## config.mk

```make
export PLATFORM = sky130hd
export DESIGN_NAME = http_quality_value_parser
export DESIGN_NICKNAME = d
export VERILOG_FILES = /design/src/rtl/hqvp_pkg.sv /design/src/rtl/http_quality_value_parser.sv
export VERILOG_INCLUDE_DIRS = /design/src /design/src/rtl
export SDC_FILE = /design/constraint.sdc
export NUM_CORES = 1
export LEC_CHECK = 0
export BUFFER_PORTS_ARGS = -buffer_cell sky130_fd_sc_hd__buf_4
export CORE_AREA = 2 2 131 133
export DETAILED_ROUTE_END_ITERATION = 10
export DIE_AREA = 0 0 133 135
export PLACE_DENSITY_LB_ADDON = 0.05
export SLEW_MARGIN = 30
export SYNTH_ARGS = -nofsm -noshare
export SYNTH_HDL_FRONTEND = slang
export SYNTH_SLANG_ARGS = --single-unit
```

## constraint.sdc

```tcl
create_clock -name clock -period 5.2 [get_ports clock]
set_input_delay 0.52 -clock clock [delete_from_list [all_inputs] [get_ports clock]]
set_output_delay 0.52 -clock clock [all_outputs]
set_load 0.005 [all_outputs]
```

## src/rtl/http_quality_value_parser_defines.svh

```systemverilog
// ---------------------------------------------------------------------------
// HTTP quality value parser - assertion macros
// Shared concurrent assertion wrappers for the parser RTL.
// ---------------------------------------------------------------------------
`ifndef HTTP_QUALITY_VALUE_PARSER_DEFINES_SVH
`define HTTP_QUALITY_VALUE_PARSER_DEFINES_SVH

// Checked only outside reset.
`define HQVP_ASSERT(lbl, clk, rst, prop) \
   lbl: assert property (@(posedge clk) disable iff (rst) (prop)) \
      else $error("hqvp: assertion failed");

// Checked on every edge, reset included.
`define HQVP_ASSERT_ALWAYS(lbl, clk, prop) \
   lbl: assert property (@(posedge clk) (prop)) \
      else $error("hqvp: assertion failed");

`endif

```

## src/rtl/hqvp_pkg.sv

```systemverilog
// ---------------------------------------------------------------------------
// HTTP quality value parser - package
// Beat types and shared constants.
// ---------------------------------------------------------------------------
package hqvp_pkg;

   localparam int MAX_LEN_DEFAULT = 4096;

   localparam int BYTE_W    = 8;
   localparam int QUAL_W    = 10;
   localparam int OFFSET_W  = 12;
   localparam int LENGTH_W  = 13;

   localparam logic [QUAL_W-1:0] QUAL_ONE = QUAL_W'(1000);

   typedef struct packed {
      logic [BYTE_W-1:0] byte_in;
      logic              last_byte;
   } req_type;

   typedef struct packed {
      logic                ok;
      logic                has_quality;
      logic [QUAL_W-1:0]   quality_milli;
      logic [OFFSET_W-1:0] token_offset;
      logic [LENGTH_W-1:0] token_length;
   } rsp_type;

endpackage

```

## src/rtl/http_quality_value_parser.sv

```systemverilog
// ---------------------------------------------------------------------------
// HTTP quality value parser
// Parses "token [; q=number]" one byte per beat and reports the token
// position and quality in thousandths on the last byte.
// Latency: the result of a last byte is on rsp_valid the cycle after it.
// Throughput: one byte per cycle unless a last byte stalls; the per-byte
// phase update and result decode sit between state and result registers.
// Reset: synchronous; parser returns to leading-blank phase, no result held.
// ---------------------------------------------------------------------------
`include "http_quality_value_parser_defines.svh"

module http_quality_value_parser #(
   parameter int MAX_LEN = hqvp_pkg::MAX_LEN_DEFAULT
) (
   input  logic             clock,
   input  logic             reset,
   input  logic             req_valid,
   output logic             req_stall,
   input  hqvp_pkg::req_type req_data,
   output logic             rsp_valid,
   input  logic             rsp_stall,
   output hqvp_pkg::rsp_type rsp_data
);
   import hqvp_pkg::*;

   localparam int POS_W = $clog2(MAX_LEN + 1);
   localparam int EXT_W = (POS_W > LENGTH_W) ? POS_W : LENGTH_W;
   localparam logic [POS_W-1:0] POS_MAX = POS_W'(MAX_LEN);

   localparam logic [7:0] CH_SPACE = 8'h20;
   localparam logic [7:0] CH_TAB   = 8'h09;
   localparam logic [7:0] CH_SEMI  = 8'h3B;
   localparam logic [7:0] CH_EQ    = 8'h3D;
   localparam logic [7:0] CH_DOT   = 8'h2E;
   localparam logic [7:0] CH_Q_LO  = 8'h71;
   localparam logic [7:0] CH_Q_UP  = 8'h51;

   typedef enum logic [2:0] {
      PH_LEAD, PH_TOKEN, PH_AFTOK, PH_SEMI, PH_Q, PH_EQ, PH_NUM, PH_ERR
   } phase_type;

   function automatic logic is_blank(input logic [7:0] c);
      return (c == CH_SPACE) || (c == CH_TAB);
   endfunction

   function automatic logic is_digit(input logic [7:0] c);
      return (c >= 8'h30) && (c <= 8'h39);
   endfunction

   function automatic logic is_tchar(input logic [7:0] c);
      logic alnum;
      alnum = is_digit(c) || ((c >= 8'h41) && (c <= 8'h5A)) ||
              ((c >= 8'h61) && (c <= 8'h7A));
      return alnum || (c == 8'h21) || (c == 8'h23) || (c == 8'h24) ||
             (c == 8'h25) || (c == 8'h26) || (c == 8'h27) || (c == 8'h2A) ||
             (c == 8'h2B) || (c == 8'h2D) || (c == 8'h2E) || (c == 8'h5E) ||
             (c == 8'h5F) || (c == 8'h60) || (c == 8'h7C) || (c == 8'h7E);
   endfunction

   phase_type          phase_ff, phase_in;
   logic [POS_W-1:0]   pos_ff, pos_in;
   logic [POS_W-1:0]   tok_start_ff, tok_start_in;
   logic [POS_W-1:0]   tok_end_ff, tok_end_in;
   logic               int_over_ff, int_over_in;
   logic               int_one_ff, int_one_in;
   logic [1:0]         frac_cnt_ff, frac_cnt_in;
   logic [QUAL_W-1:0]  frac_acc_ff, frac_acc_in;
   logic               frac_nz_ff, frac_nz_in;
   logic               nf_digit_ff, nf_digit_in;
   logic               nf_dot_ff, nf_dot_in;
   logic               nf_trail_ff, nf_trail_in;
   logic               rsp_valid_ff, rsp_valid_in;
   rsp_type            rsp_data_ff, rsp_data_in;

   logic               req_take;
   logic [7:0]         c;
   logic               take_digit;
   logic [3:0]         dval;
   logic [EXT_W-1:0]   start_x, len_x;

   // A last byte needs the result register; other bytes never wait.
   assign req_stall = rsp_valid_ff && rsp_stall && req_data.last_byte;
   assign req_take  = req_valid && !req_stall;
   assign c         = req_data.byte_in;
   assign dval      = c[3:0];

   always_comb begin
      phase_in     = phase_ff;
      pos_in       = pos_ff;
      tok_start_in = tok_start_ff;
      tok_end_in   = tok_end_ff;
      int_over_in  = int_over_ff;
      int_one_in   = int_one_ff;
      frac_cnt_in  = frac_cnt_ff;
      frac_acc_in  = frac_acc_ff;
      frac_nz_in   = frac_nz_ff;
      nf_digit_in  = nf_digit_ff;
      nf_dot_in    = nf_dot_ff;
      nf_trail_in  = nf_trail_ff;
      take_digit   = 1'b0;
      rsp_data_in  = '0;
      start_x      = '0;
      len_x        = '0;

      if (pos_ff == POS_MAX) begin
         phase_in = PH_ERR;
      end else begin
         pos_in = pos_ff + 1'b1;
         unique case (phase_ff)
            PH_LEAD: begin
               if (is_tchar(c)) begin
                  tok_start_in = pos_ff;
                  tok_end_in   = pos_ff + 1'b1;
                  phase_in     = PH_TOKEN;
               end else if (!is_blank(c)) begin
                  phase_in = PH_ERR;
               end
            end
            PH_TOKEN: begin
               if (is_tchar(c))         tok_end_in = pos_ff + 1'b1;
               else if (is_blank(c))    phase_in = PH_AFTOK;
               else if (c == CH_SEMI)   phase_in = PH_SEMI;
               else                     phase_in = PH_ERR;
            end
            PH_AFTOK: begin
               if (!is_blank(c)) phase_in = (c == CH_SEMI) ? PH_SEMI : PH_ERR;
            end
            PH_SEMI: begin
               if (!is_blank(c))
                  phase_in = ((c == CH_Q_LO) || (c == CH_Q_UP)) ? PH_Q : PH_ERR;
            end
            PH_Q: begin
               if (!is_blank(c)) phase_in = (c == CH_EQ) ? PH_EQ : PH_ERR;
            end
            PH_EQ: begin
               if (is_digit(c)) begin
                  phase_in   = PH_NUM;
                  take_digit = 1'b1;
               end else if (!is_blank(c)) begin
                  phase_in = PH_ERR;
               end
            end
            PH_NUM: begin
               if (is_blank(c))                     nf_trail_in = 1'b1;
               else if (nf_trail_ff)                phase_in = PH_ERR;
               else if (is_digit(c))                take_digit = 1'b1;
               else if (c == CH_DOT && !nf_dot_ff)  nf_dot_in = 1'b1;
               else                                 phase_in = PH_ERR;
            end
            PH_ERR: phase_in = PH_ERR;
            default: phase_in = PH_ERR;
         endcase
      end

      if (take_digit) begin
         nf_digit_in = 1'b1;
         if (nf_dot_ff) begin
            if (dval != 4'd0) frac_nz_in = 1'b1;
            if (frac_cnt_ff != 2'd3) begin
               frac_acc_in = QUAL_W'(frac_acc_ff * 4'd10) + QUAL_W'(dval);
               frac_cnt_in = frac_cnt_ff + 1'b1;
            end
         end else if (int_over_ff) begin
            int_over_in = 1'b1;
         end else if (int_one_ff) begin
            int_one_in  = 1'b0;
            int_over_in = 1'b1;
         end else if (dval == 4'd1) begin
            int_one_in = 1'b1;
         end else if (dval > 4'd1) begin
            int_over_in = 1'b1;
         end
      end

      // Result decode from the post-byte state.
      if ((phase_in == PH_TOKEN) || (phase_in == PH_AFTOK)) begin
         rsp_data_in.ok            = 1'b1;
         rsp_data_in.quality_milli = QUAL_ONE;
      end else if ((phase_in == PH_NUM) && !int_over_in && !(int_one_in && frac_nz_in)) begin
         rsp_data_in.ok          = 1'b1;
         rsp_data_in.has_quality = 1'b1;
         if (int_one_in) begin
            rsp_data_in.quality_milli = QUAL_ONE;
         end else begin
            unique case (frac_cnt_in)
               2'd1:    rsp_data_in.quality_milli = QUAL_W'(frac_acc_in * 7'd100);
               2'd2:    rsp_data_in.quality_milli = QUAL_W'(frac_acc_in * 4'd10);
               2'd3:    rsp_data_in.quality_milli = frac_acc_in;
               default: rsp_data_in.quality_milli = '0;
            endcase
         end
      end
      if (rsp_data_in.ok) begin
         start_x = EXT_W'(tok_start_in);
         len_x   = EXT_W'(POS_W'(tok_end_in - tok_start_in));
         rsp_data_in.token_offset = start_x[OFFSET_W-1:0];
         rsp_data_in.token_length = len_x[LENGTH_W-1:0];
      end

      // End of element: back to the leading-blank phase.
      if (req_data.last_byte) begin
         phase_in     = PH_LEAD;
         pos_in       = '0;
         tok_start_in = '0;
         tok_end_in   = '0;
         int_over_in  = 1'b0;
         int_one_in   = 1'b0;
         frac_cnt_in  = '0;
         frac_acc_in  = '0;
         frac_nz_in   = 1'b0;
         nf_digit_in  = 1'b0;
         nf_dot_in    = 1'b0;
         nf_trail_in  = 1'b0;
      end

      rsp_valid_in = rsp_valid_ff && rsp_stall;
      if (req_take && req_data.last_byte) rsp_valid_in = 1'b1;
   end

   always_ff @(posedge clock) begin
      if (reset) begin
         phase_ff     <= PH_LEAD;
         pos_ff       <= '0;
         tok_start_ff <= '0;
         tok_end_ff   <= '0;
         int_over_ff  <= 1'b0;
         int_one_ff   <= 1'b0;
         frac_cnt_ff  <= '0;
         frac_acc_ff  <= '0;
         frac_nz_ff   <= 1'b0;
         nf_digit_ff  <= 1'b0;
         nf_dot_ff    <= 1'b0;
         nf_trail_ff  <= 1'b0;
         rsp_valid_ff <= 1'b0;
      end else begin
         if (req_take) begin
            phase_ff     <= phase_in;
            pos_ff       <= pos_in;
            tok_start_ff <= tok_start_in;
            tok_end_ff   <= tok_end_in;
            int_over_ff  <= int_over_in;
            int_one_ff   <= int_one_in;
            frac_cnt_ff  <= frac_cnt_in;
            frac_acc_ff  <= frac_acc_in;
            frac_nz_ff   <= frac_nz_in;
            nf_digit_ff  <= nf_digit_in;
            nf_dot_ff    <= nf_dot_in;
            nf_trail_ff  <= nf_trail_in;
         end
         rsp_valid_ff <= rsp_valid_in;
      end
      if (req_take && req_data.last_byte) rsp_data_ff <= rsp_data_in;
   end

   assign rsp_valid = rsp_valid_ff;
   assign rsp_data  = rsp_data_ff;

   // nf_digit is tracked for the number phase; a number entry implies it.
   `HQVP_ASSERT(a_num_has_digit, clock, reset, (phase_ff == PH_NUM) |-> nf_digit_ff)
   `HQVP_ASSERT(a_last_gives_rsp, clock, reset,
      (req_valid && !req_stall && req_data.last_byte) |=> rsp_valid)
   `HQVP_ASSERT(a_bad_is_zero, clock, reset,
      (rsp_valid && !rsp_data.ok) |-> (!rsp_data.has_quality &&
      (rsp_data.quality_milli == '0) && (rsp_data.token_offset == '0) &&
      (rsp_data.token_length == '0)))
   `HQVP_ASSERT(a_qual_range, clock, reset,
      (rsp_valid && rsp_data.ok) |-> ((rsp_data.quality_milli <= QUAL_ONE) &&
      (rsp_data.has_quality || (rsp_data.quality_milli == QUAL_ONE)) &&
      (rsp_data.token_length != '0)))
   `HQVP_ASSERT_ALWAYS(a_reset_clears, clock, reset |=> !rsp_valid)

endmodule
```

==> results of run 1 <==
worst max-delay path: stages (launching register included):
cell and delay, ns:
dfxtp_1 0.44, inv_1 0.10, ha_1 0.21, nor4b_1 0.16, and3_1 0.27, a2111oi_4 0.35, buf_4 0.34, mux2i_1 0.28
ha_1 0.22, inv_1 0.06, fa_1 0.41, a21o_1 0.20, a21o_1 0.19, a21o_1 0.18, a21oi_1 0.21, o21a_1 0.20
o21ai_0 0.13, o41ai_1 0.36, xor2_1 0.19, nor2_1 0.06
cell families (layout without fill, tap and decap cells):
family	Yosys count	count (layout)
buf+inv	82	120
fa+ha+maj	56	56
xor+xnor	50	50
mux	25	25
flops	97	97
compound gates	180	180
simple gates	265	265
metrics by stage:
step	utilization (%)	std cells	hold slack, ns	instance area [um2]
finish	45.1	1013	0.410	7400
floorplan	-	755	0.435	6530
global placement	43.4	997	0.447	7130
global route	45.1	1013	0.412	7400
detailed placement	43.4	997	0.454	7130
CTS	45.1	1013	0.410	7400
final cells by class:
| class | instances | area, um2 | area share [%] |
|---|---|---|---|
| clock buffers | 10 | 229 | 3.09 |
| clock inverters | 6 | 41.3 | 0.558 |
| inverters | 34 | 128 | 1.72 |
| multi-input cells | 576 | 3890 | 52.6 |
| flip-flops and latches | 97 | 2310 | 31.2 |
| well taps | 220 | 275 | 3.72 |
| repair buffers | 70 | 526 | 7.10 |
power groups by stage:
stage	combinational, mW	sequential (mW)	clock, mW
global route	0.312	0.820	0.679
floorplan	0.191	0.836	0
finish	0.278	0.817	0.638
CTS	0.278	0.818	0.650
detailed placement	0.277	0.835	0
global placement	0.274	0.835	0
worst max-delay path by stage:
stage	end	slack, ns	cells after the start
after detailed placement	rsp_data[12]$_SDFFCE_PN0P_	0.12	19
after global placement	rsp_data[12]$_SDFFCE_PN0P_	0.20	19
after CTS	rsp_data[34]$_SDFFCE_PP1P_	0.34	17
after floorplan	rsp_data[12]$_SDFFCE_PN0P_	0.49	21
after global routing	rsp_data[34]$_SDFFCE_PP1P_	0.01	18
final	rsp_data[12]$_SDFFCE_PN0P_	0.38	19
layer usage:
metal | track usage (%) | vias up | share of wire [%] | wire, um
met4 | 6.39 | 0 | 1.6 | 265
met2 | 28.8 | 139 | 42 | 7100
met1 | 29.6 | 2656 | 52 | 8810
met3 | 3.72 | 18 | 5.1 | 868
li1 | - | 2745 | - | -
met5 | 0 | - | 0 | 0
Yosys cell counts (5+ instances only):
cell      instances
a21oi_1          58
nand2_1          44
ha_1             50
mux2i_1          19
a22oi_1          28
or3_1             5
a32oi_1           5
a31oi_1          11
mux2_2            6
clkbuf_1         38
xnor2_1          31
nor4_1            6
nand3_1          20
o211ai_1          5
fa_1              6
o21a_1            5
and3_1           13
dfxtp_1          60
a21o_1           12
xor2_1           16
o21ai_0          31
inv_1            31
edfxtp_1         37
nor2_1          134
nor3_1           13
flip-flops by register name, summed over array words and instances, names as in the netlist:
| signal | count |
|---|---|
| int_over_ff | 1 |
| phase_ff | 3 |
| int_one_ff | 1 |
| frac_acc_ff | 10 |
| tok_start_ff | 13 |
| rsp_data | 37 |
| frac_nz_ff | 1 |
| rsp_valid | 1 |
| frac_cnt_ff | 2 |
| pos_ff | 13 |
| nf_trail_ff | 1 |
| nf_dot_ff | 1 |
| tok_end_ff | 13 |
timing repair:
| item | CTS | global route |
|---|---|---|
| gates resized for setup | 0 | 1 |
| hold buffers | 0 | 0 |
| endpoints found under the setup margin | 0 | 1 |
==> run summary, run 1 <==
The detailed-route vias per instance came out at 5.49. The worst hold path begins at rsp_stall. In this run the critical register-to-register path is launched from pos_ff[0]$_SDFFE_PP0P_. The leading area contributor after synthesis is dfxtp_1. The count of unresolved DRC violations after routing is 0. The clock tree from TritonCTS is built. The number of setup buffers added after CTS is 0.

The switching share of total power came out at 28.2%. The final-report hold violation count is 0. Clock skew on the completed layout was measured at 0.0136 ns.

For the worst setup path, the data required time is 5.30 ns. From bottom edge to top edge, the die measures approximately 140 um. For this design the top-level I/O count stands at 52.

The count of input and output buffers is slightly above 50. The dominant combinational cell family by area after synthesis is simple AND/OR/NAND/NOR gates. The total net switching power came out at 0.488 mW.

The number of cells on the worst hold path came out at 3. The core region area came out at 16400 um2. The leading register cell type out of synthesis is dfxtp_1.

In the layout the commonest cells are 133 x nor2_1, 70 x buf_4, 60 x dfxtp_1. Global routing used around a fifth of the available tracks across all layers. The reg2reg setup slack came out at around 0.38 ns. The wire length of the first global-routing pass is 28300 um. The number of different library cells used by synthesis comes to 63. The end point of the worst hold path is rsp_valid$_SDFF_PP0_. The worst setup path is of the reg2reg kind. The capturing element type of the critical path is a flip-flop. The Yosys warning count is 0. After layout, the design draws a total of between 1.5 and 2 mW. The flow ran to the end, and the final reports show no timing, DRC or antenna violations.

Setup repair after global routing left no endpoint under its margin. The source of the critical timing path is pos_ff[0]$_SDFFE_PP0P_. The initial core utilization is 39.8%. The CTS clock-pin slew for the worst setup and hold paths is 0.08 ns. The endpoint arrival time on the critical path is 4.92 ns. Detailed placement finished with a half-perimeter wire length of around 12000 um.

The horizontal die dimension came out at around 130 um. Averaged over all synthesized cells, the footprint is 8.64 um2. The area fraction in and, or, nand and nor cells after synthesis is 18.5%. The final critical-path share of the clock period came out at 92.7%. In this run the clock root is driven by a clkbuf_16.

The clock net in this run drives a total of 97 sinks. The top-area cell type share of the netlist area came out at 18.4%. The H-tree generated during clock tree synthesis spans 3 levels.

The internal cell power is between 1 and 1.5 mW. The compound-cell area share of the yosys netlist is 18.2%. Power spread over the standard cell area amounts to 234 nW/um2. The total of max-cap violations came out at 0. The number of clock buffers inserted by TritonCTS is 9. The fraction of final layout cells with drive strength greater than 1 came out at 13.2%. The maximum buffer depth of the clock tree is 2.

The minimum setup slack in the final design is 0.380 ns. The floorplan row count is 47. The max-slew violation count came to 0. The area growth from synthesis to layout is 13.5%. For the pin with the worst max-slew slack, the measured transition is 0.855 ns.

The routed length per placed instance is 16.8 um. The maximum number of pins on one net before global-route repair is 58. The number of cells on the worst reg-to-reg path is 19. The path class of the tightest hold or removal check is in2reg. After the last flow step, the layout net total stands at 857. The combinational share of power came out at 16.1%. The number of DRC markers after the initial detailed-route iteration came out at roughly 400.

The worst setup timing slack at the placement stage came out at 0.117 ns. The iteration count of the initial detailed-routing pass came out at 5. The share of synthesized cell area in full adder, half adder and majority cells came out at between 10% and 20%. In this run, the clock network consumes 36.8% of the power. The filler cell count in the final layout came out at between 1500 and 2000. The most frequent standard cell in the layout excluding fill and tap cells is nor2_1.

The number of failing setup endpoints in the final timing report is 0. The initial antenna violation count came out at 0. The die covers between 15000 and 20000 um2. The remaining antenna violation count after routing is 0. The worst slew margin relative to its limit is around 43%. The parity-gate share of the synthesized area counting xor and xnor cells is under 10%. After synthesis the netlist holds a flip-flop and latch count of between 90 and 100. The worst register-to-register path ends at rsp_data[12]$_SDFFCE_PN0P_. The later-pin clock latency in the skew report came out at 0.36 ns. The highest ir drop seen on vdd came out at about 0.00017 V. The cell area that synthesis handed to floorplanning was 6530 um2. Sorting the synthesized cells by area gives the leading types as dfxtp_1 18%, edfxtp_1 17%, ha_1 9.6%.

The async set or reset register ratio after synthesis is 0%. For this run, the register share of the synthesized area comes to between 30% and 40%. The number of nets produced by synthesis came out at just over 800. The maximum achievable frequency came out at just over 200 MHz. The weighted congestion at the end of routability-driven global placement is roughly 0.85. The multiplexer share of the synthesized area came out at 3.95%. The antenna diode count is 0. The minimum clock period after layout came out at 4.82 ns. The final routed wirelength across all metal layers came out at 17000 um. The final setup TNS came out at 0 ns. For this run the aggregate overflow at the end of global routing stands at 0.

The number of global-route vias before repair came out at 5405. The cell count after synthesis came out at around 760. STA classifies the critical path startpoint as a flip-flop. The total vias in the final route is 5558. The share of total power dissipated in sequential elements is a little under half. The analysis attributes to cell leakage a power of 2.98 nW. The number of enable-type register cells in the synthesized netlist came out at 37. The largest fanout on the critical path came out at 25.
Note: power is estimated with default switching activity, not from simulation.
==> inputs of run 2 (changes only) <==
PLACE_DENSITY = 0.54   (was unset)
PLACE_DENSITY_LB_ADDON = unset   (was 0.05)
==> run 2 against run 1 <==
Clock power rose by 9.4%. Clock skew fell by 0.0068 ns. Worst setup slack got worse by 0.046 ns. First-iteration DRC count rose by 12%. Critical endpoint is now rsp_data[34]$_SDFFCE_PP1P_. Largest power group unchanged. Maximum frequency fell by 0.94%.
==> run summary, run 2 (synthesis results as in run 1) <==
The flow ran to the end, and the final reports show no timing, DRC or antenna violations. The later-pin clock latency in the skew report is 0.35 ns. Leaving out fill and tap cells, the most frequent cell in the layout is nor2_1. The final critical-path share of the clock period is 93.6%. The actual slew at the worst max-slew pin came out at 0.872 ns. The power per cell area came out at 241 nW/um2. The number of placed instances with taps included is 999. The critical path in this run is classified as reg2reg. The final non-filler cell total came out at roughly 1000. The maximum buffer depth of the clock tree came out at 2. The total of hold buffers inserted after clock tree synthesis is 0. The kind of cell adding the most delay to the critical path is adder cells. The H-tree generated during clock tree synthesis spans 3 levels.

The iteration count of the initial detailed-routing pass came out at 5. The library cells used most frequently in the layout, excluding fill and tap cells, are 133 x nor2_1, 72 x buf_4, 60 x dfxtp_1. The floorplan has 47 rows. Summing all multi-input logic gate instances after layout gives just under 4000 um2. The startpoint kind of the worst setup timing path is a flip-flop. The most frequent cell on the critical path is ha_1. The filler cell count in the final layout came out at 1590. Traced cell by cell, the critical path runs through or3b_4 -> a2111oi_4 -> nand3_1 -> a21oi_2 -> mux2_2 -> ha_1 -> ha_1 -> inv_1 -> fa_1 -> inv_1 -> ha_1 -> a21oi_1 -> xnor2_1 -> xnor3_1 -> a21oi_1 -> a31oi_1 -> a41oi_1. The number of failing setup endpoints in the final timing report came out at 0. The total of max-cap violations came out at 0. Entering global routing, the biggest net connects 58 pins. The max-slew violation count was 0.

The half-perimeter wire length after detailed placement is 12000 um. The worst setup path is captured at a flip-flop. The cell sitting at the root of the clock tree is a clkbuf_16. The final routed wirelength across all metal layers came out at approximately 17000 um. Global routing finished with a remaining overflow of 0. The total vias in the final route is 5587. The final standard cell area without fillers came out at 7450 um2. The classification of the worst-slack hold path is in2reg.

The antenna diode count came out at 0. The reg2reg setup slack came out at about 0.33 ns. The number of flip-flops under the largest register name came out at 37. Ranked by flip-flop count, first place goes to rsp_data. The source of the critical timing path is nf_trail_ff$_SDFFE_PP0P_. The footprint of the flip-flops and latches came out at 2310 um2. The count of unresolved DRC violations after routing is 0. The largest individual stage delay along the critical path comes from the cell fa_1. The data required time of the worst path came out at between 5 and 6 ns. The worst register-to-register path begins at nf_trail_ff$_SDFFE_PP0P_. The minimum clock period after layout came out at slightly below 5 ns. The total track usage is 19.6%. The initial antenna violation count is 0. The horizontal die dimension came out at 133 um. In this run, the number of DRC markers left after iteration 0 of detailed routing was 444. The post-cts sizing count came out at 0. The number of clock buffers inserted by TritonCTS came out at 9. Using the TritonRoute via totals, the vias-per-cell ratio works out to 5.50. The clock tree from TritonCTS is built. The number of setup buffers added after CTS came out at 0. Static timing analysis puts the maximum clock frequency at between 200 and 250 MHz.

The reg-to-reg critical path endpoint is rsp_data[34]$_SDFFCE_PP1P_. Setup repair after global routing left no endpoint under its margin. The final setup TNS came out at 0 ns. The number of cells on the worst hold path came out at 3. The number of global-route vias before repair is about 5300.

The largest fanout on the critical path is 7. The count of buffering cells on the critical path with inverters included is 2. The clock net in this run drives a total of 97 sinks. The remaining antenna violation count after routing came out at 0. The weighted congestion at the end of routability-driven global placement came out at 0.873. The final design utilization is 45.4%. For this run, the slowest stage of the critical path takes 0.53 ns. The wire length of the first global-routing pass is 27900 um.

The initial core utilization is 39.8%. The final net count is 859. The die is 135 um tall. After detailed routing, the average wire length per cell comes to between 15 and 20 um.

The fraction of final layout cells with drive strength greater than 1 came out at 13.5%. The number of cells on the worst reg-to-reg path is 17. The path with the worst hold slack has its endpoint at rsp_valid$_SDFF_PP0_.

The core region area is between 15000 and 20000 um2. For this design the static power due to leakage is 3.02 nW. The area growth from synthesis to layout is 14.2%.

The placed instances occupy a cell area of 7140 um2. The die covers about 18000 um2. The final-report hold violation count came out at 0. Data on the critical path arrives at its endpoint at 5.06 ns. The highest ir drop seen on vdd came out at 0.000190 V. Power comes to 1.79 mW.

The worst min-delay path startpoint is rsp_stall. For this design the top-level I/O count stands at 52. The clock arrives with 0.00683 ns of skew. The worst slew margin relative to its limit came out at between 40% and 50%. The CTS clock-pin slew for the worst setup and hold paths is 0.07 ns. The count of input and output buffers is 51.
-- run 2: power breakdown --
part           total (mW)  switching (mW)  internal, mW
clock               0.698           0.306         0.392
sequential          0.818         0.00781         0.810
combinational       0.279           0.169         0.110
-- run 2: final cells by class --
type                       count  share of cell area [%]
timing repair buffer          72                    7.25
inverter                      34                    1.71
sequential                    97                    31.0
tap                          220                    3.69
clock buffer                  11                    3.26
multi-input combinational    576                    52.2
clock inverter                 5                   0.856
-- run 2: routing by layer --
metal / wire (um) / global-route usage, % / vias to the layer above
met5: 0 / 0 / -
met4: 232 / 5.97 / 0
met3: 761 / 2.21 / 14
li1: - / - / 2747
met1: 8630 / 29.3 / 2671
met2: 7100 / 29.6 / 155
-- run 2: how the worst max path moves through the flow --
stage / cells after the start / slack [ns] / to
global placement: 18 / 0.26 / rsp_data[34]$_SDFFCE_PP1P_
finish: 17 / 0.33 / rsp_data[34]$_SDFFCE_PP1P_
detailed placement: 18 / 0.19 / rsp_data[34]$_SDFFCE_PP1P_
floorplan: 21 / 0.49 / rsp_data[12]$_SDFFCE_PN0P_
global route: 17 / 0.04 / rsp_data[34]$_SDFFCE_PP1P_
CTS: 17 / 0.32 / rsp_data[34]$_SDFFCE_PP1P_
-- run 2: worst min-delay path, stage by stage --
cell	delay [ns]
buf_4	0.09
a21oi_1	0.05
nor2_1	0.07
-- run 2: metrics by stage --
step	worst slack [ns]	hold WS [ns]
floorplan	0.488	0.435
global placement	0.263	0.447
detailed placement	0.187	0.449
CTS	0.324	0.396
global route	0.0397	0.453
finish	0.334	0.407
==> inputs of run 3 (changes only) <==
PLACE_DENSITY = unset   (was 0.54)
==> run 3 against run 2 <==
Worst setup slack better by 0.057 ns. Critical path depth is the same. Die area did not move. Highest routed layer unchanged. Clock power fell by 8.6%. Register-to-register slack improved by 0.06 ns. Clock-buffer cell count is 2 lower. Largest power group unchanged. Global-route usage fell by 1.2 points. Utilization shrank 0.30 points. Sequential share of layout area increased by 0.20 points.
==> run summary, run 3 (synthesis results as in run 1) <==
The power per cell area is 234 nW/um2. IR analysis of the VDD net gives a maximum drop of 0.000176 V. The endpoint arrival time on the critical path is 5.00 ns. At the worst endpoint, the required time is about 5.4 ns. The actual slew at the worst max-slew pin came out at 0.902 ns. The largest fanout on the critical path is 7. STA classifies the critical path startpoint as a flip-flop. The antenna diode count came out at 0. In this run the register-to-register setup slack is 0.39 ns.

The tree is rooted in a clkbuf_16. The number of I/O pins is 52. The run finished with clean final reports.

The global routing stage identified its most utilized layer as met2. The area of the die came out at 18000 um2. The number of gates resized after CTS was 0. Summing over every cut layer, the via total after detailed routing is 5606.

The half-perimeter wire length after detailed placement is ~12000 um. The layout overhead on the synthesized area is 13.4%. The maximum achievable frequency came out at 208 MHz. The first detailed-routing pass took 5 iterations. The number of placed instances with taps included is 997. The post-route clock skew is about 0.0080 ns.

The cell area reported after detailed placement is 7120 um2. The final routed wirelength across all metal layers came out at about 16000 um. The total of max-cap violations is 0. The clock tree synthesis step divided the H-tree into 3 levels.

The final critical-path share of the clock period is 92.5%. The final non-filler cell total is 1013. The final-report hold violation count is 0. The number of cells on the worst reg-to-reg path is 17.

The count of unresolved DRC violations after routing came out at 0. The total of hold buffers inserted after clock tree synthesis is 0. The CTS clock-pin slew for the worst setup and hold paths is 0.07 ns. The first global-routing pass estimated 26600 um of wire. The library cells used most frequently in the layout, excluding fill and tap cells, are 134 x nor2_1, 70 x buf_4, 60 x dfxtp_1.

From left edge to right edge, the die measures 133 um. The path with the worst hold slack has its endpoint at rsp_valid$_SDFF_PP0_. The global-route met3 utilization is 2.29%. The final setup TNS came out at 0 ns.

The number of failing setup endpoints in the final timing report is 0. The analysis attributes to cell leakage a power of 2.99 nW. Once routing completed, OpenROAD measured the worst setup slack at 0.391 ns. The maximum buffer depth of the clock tree came out at 2. The most frequent standard cell in the layout excluding fill and tap cells is nor2_1. The detailed router finished its first iteration with roughly 420 violations. In this run the standard cell core region covers 16400 um2.

The final standard cell area without fillers came out at approximately 7400 um2. The final design utilization came out at 45.1%. Dividing the detail-routed wire length by the instance count gives 15.9 um. The number of clock buffers inserted by TritonCTS is 9.

The final net count is 857. Once the clock tree was built, the setup fixing pass inserted 0 buffers. The number of cells on the worst hold path came out at 3. The clock net in this run drives a total of 97 sinks. The detailed-route vias per instance is 5.53. The remaining antenna violation count after routing is 0. Setup repair after global routing left no endpoint under its margin.

The total track usage came out at 18.4%. The worst slew margin relative to its limit is 39.7%. The worst register-to-register path ends at rsp_data[34]$_SDFFCE_PP1P_. The met2 global-route usage is 28.4%. The floorplan row count came out at 47. The fraction of final layout cells with drive strength greater than 1 is approximately 13%. The capturing element type of the critical path is a flip-flop. The number of flip-flops under the largest register name came out at 37. The number of global-route vias before repair is about 5300. The weighted congestion at the end of routability-driven global placement came out at 0.835. The die boundary height came out at 135 um. The maximum number of pins on one net before global-route repair came out at 58.

The total congestion overflow after global routing came out at 0. Input and output buffers added on the ports amount to 51. More flip-flops sit in one register than any other, and that register is rsp_data. Prior to clock tree synthesis, the placed netlist has a worst setup slack of 0.195 ns. The max-slew violation count is 0. The later pin in the worst-skew pair is clocked with a latency of 0.35 ns. The global-route met1 utilization came out at 26.1%.

The initial antenna violation count came out at 0. TritonCTS built the clock tree. In this run the critical register-to-register path is launched from nf_trail_ff$_SDFFE_PP0P_. The setup path with the least slack is of type reg2reg. The classification of the worst-slack hold path is in2reg. The minimum clock period after layout came out at about 4.8 ns. In this run the most critical hold path is launched from rsp_stall. The initial core utilization came out at approximately two fifths.
## run 3: changes by cell type in the layout (fill, tap and decap cells not counted)
cell	previous run	this run
clkinv_1	1	3
bufinv_16	1	0
and3_4	1	0
nor2_1	133	134
clkinv_4	1	3
clkinv_2	1	0
nor2_2	2	1
clkbuf_1	1	0
and3_2	0	1
clkbuf_8	1	0
buf_4	72	70
## run 3: routing by layer
metal,wire [um],vias up
met2,7020,191
li1,-,2749
met4,338,0
met3,933,26
met1,7770,2640
met5,0,-
## run 3: stage by stage
step	power (mW)	hold WS [ns]
after floorplan	1.03	0.435
after global routing	1.80	0.421
after CTS	1.74	0.399
final	1.73	0.403
after detailed placement	1.11	0.452
after global placement	1.10	0.444
## run 3: worst max-delay path by stage
stage,start,to,slack (ns),depth (start not counted)
2_1_floorplan,req_data[7],rsp_data[12]$_SDFFCE_PN0P_,0.49,21
5_1_grt,pos_ff[0]$_SDFFE_PP0P_,rsp_data[12]$_SDFFCE_PN0P_,0.11,20
6_report,nf_trail_ff$_SDFFE_PP0P_,rsp_data[34]$_SDFFCE_PP1P_,0.39,17
4_1_cts,nf_trail_ff$_SDFFE_PP0P_,rsp_data[34]$_SDFFCE_PP1P_,0.40,17
3_5_place_dp,req_data[7],rsp_data[12]$_SDFFCE_PN0P_,0.19,20
3_3_place_gp,req_data[7],rsp_data[12]$_SDFFCE_PN0P_,0.32,20
## run 3: worst max-delay path, cell delays in order, from the launching register on
cell       delay, ns
dfxtp_1         0.35
or3b_4          0.43
a2111oi_4       0.41
nand3_1         0.18
a21oi_2         0.22
mux2_2          0.45
ha_1            0.32
ha_1            0.28
inv_1           0.05
fa_1            0.53
inv_1           0.04
ha_1            0.31
a21oi_1         0.17
xnor2_1         0.16
xnor3_1         0.33
a21oi_1         0.13
a31oi_1         0.05
a41oi_1         0.22
## run 3: area by class of cell
| type | count | area [um2] |
|---|---|---|
| inverter | 34 | 128 |
| tap | 220 | 275 |
| sequential | 97 | 2310 |
| multi-input combinational | 576 | 3880 |
| clock inverter | 7 | 53.8 |
| fill | 1548 | 9000 |
| timing repair buffer | 70 | 526 |
| clock buffer | 9 | 225 |
## run 3: power by group
part / leakage [nW] / switching [mW] / total, mW / internal (mW)
clock: 0.137 / 0.309 / 0.638 / 0.329
combinational: 2.02 / 0.164 / 0.274 / 0.110
sequential: 0.831 / 0.00773 / 0.818 / 0.810
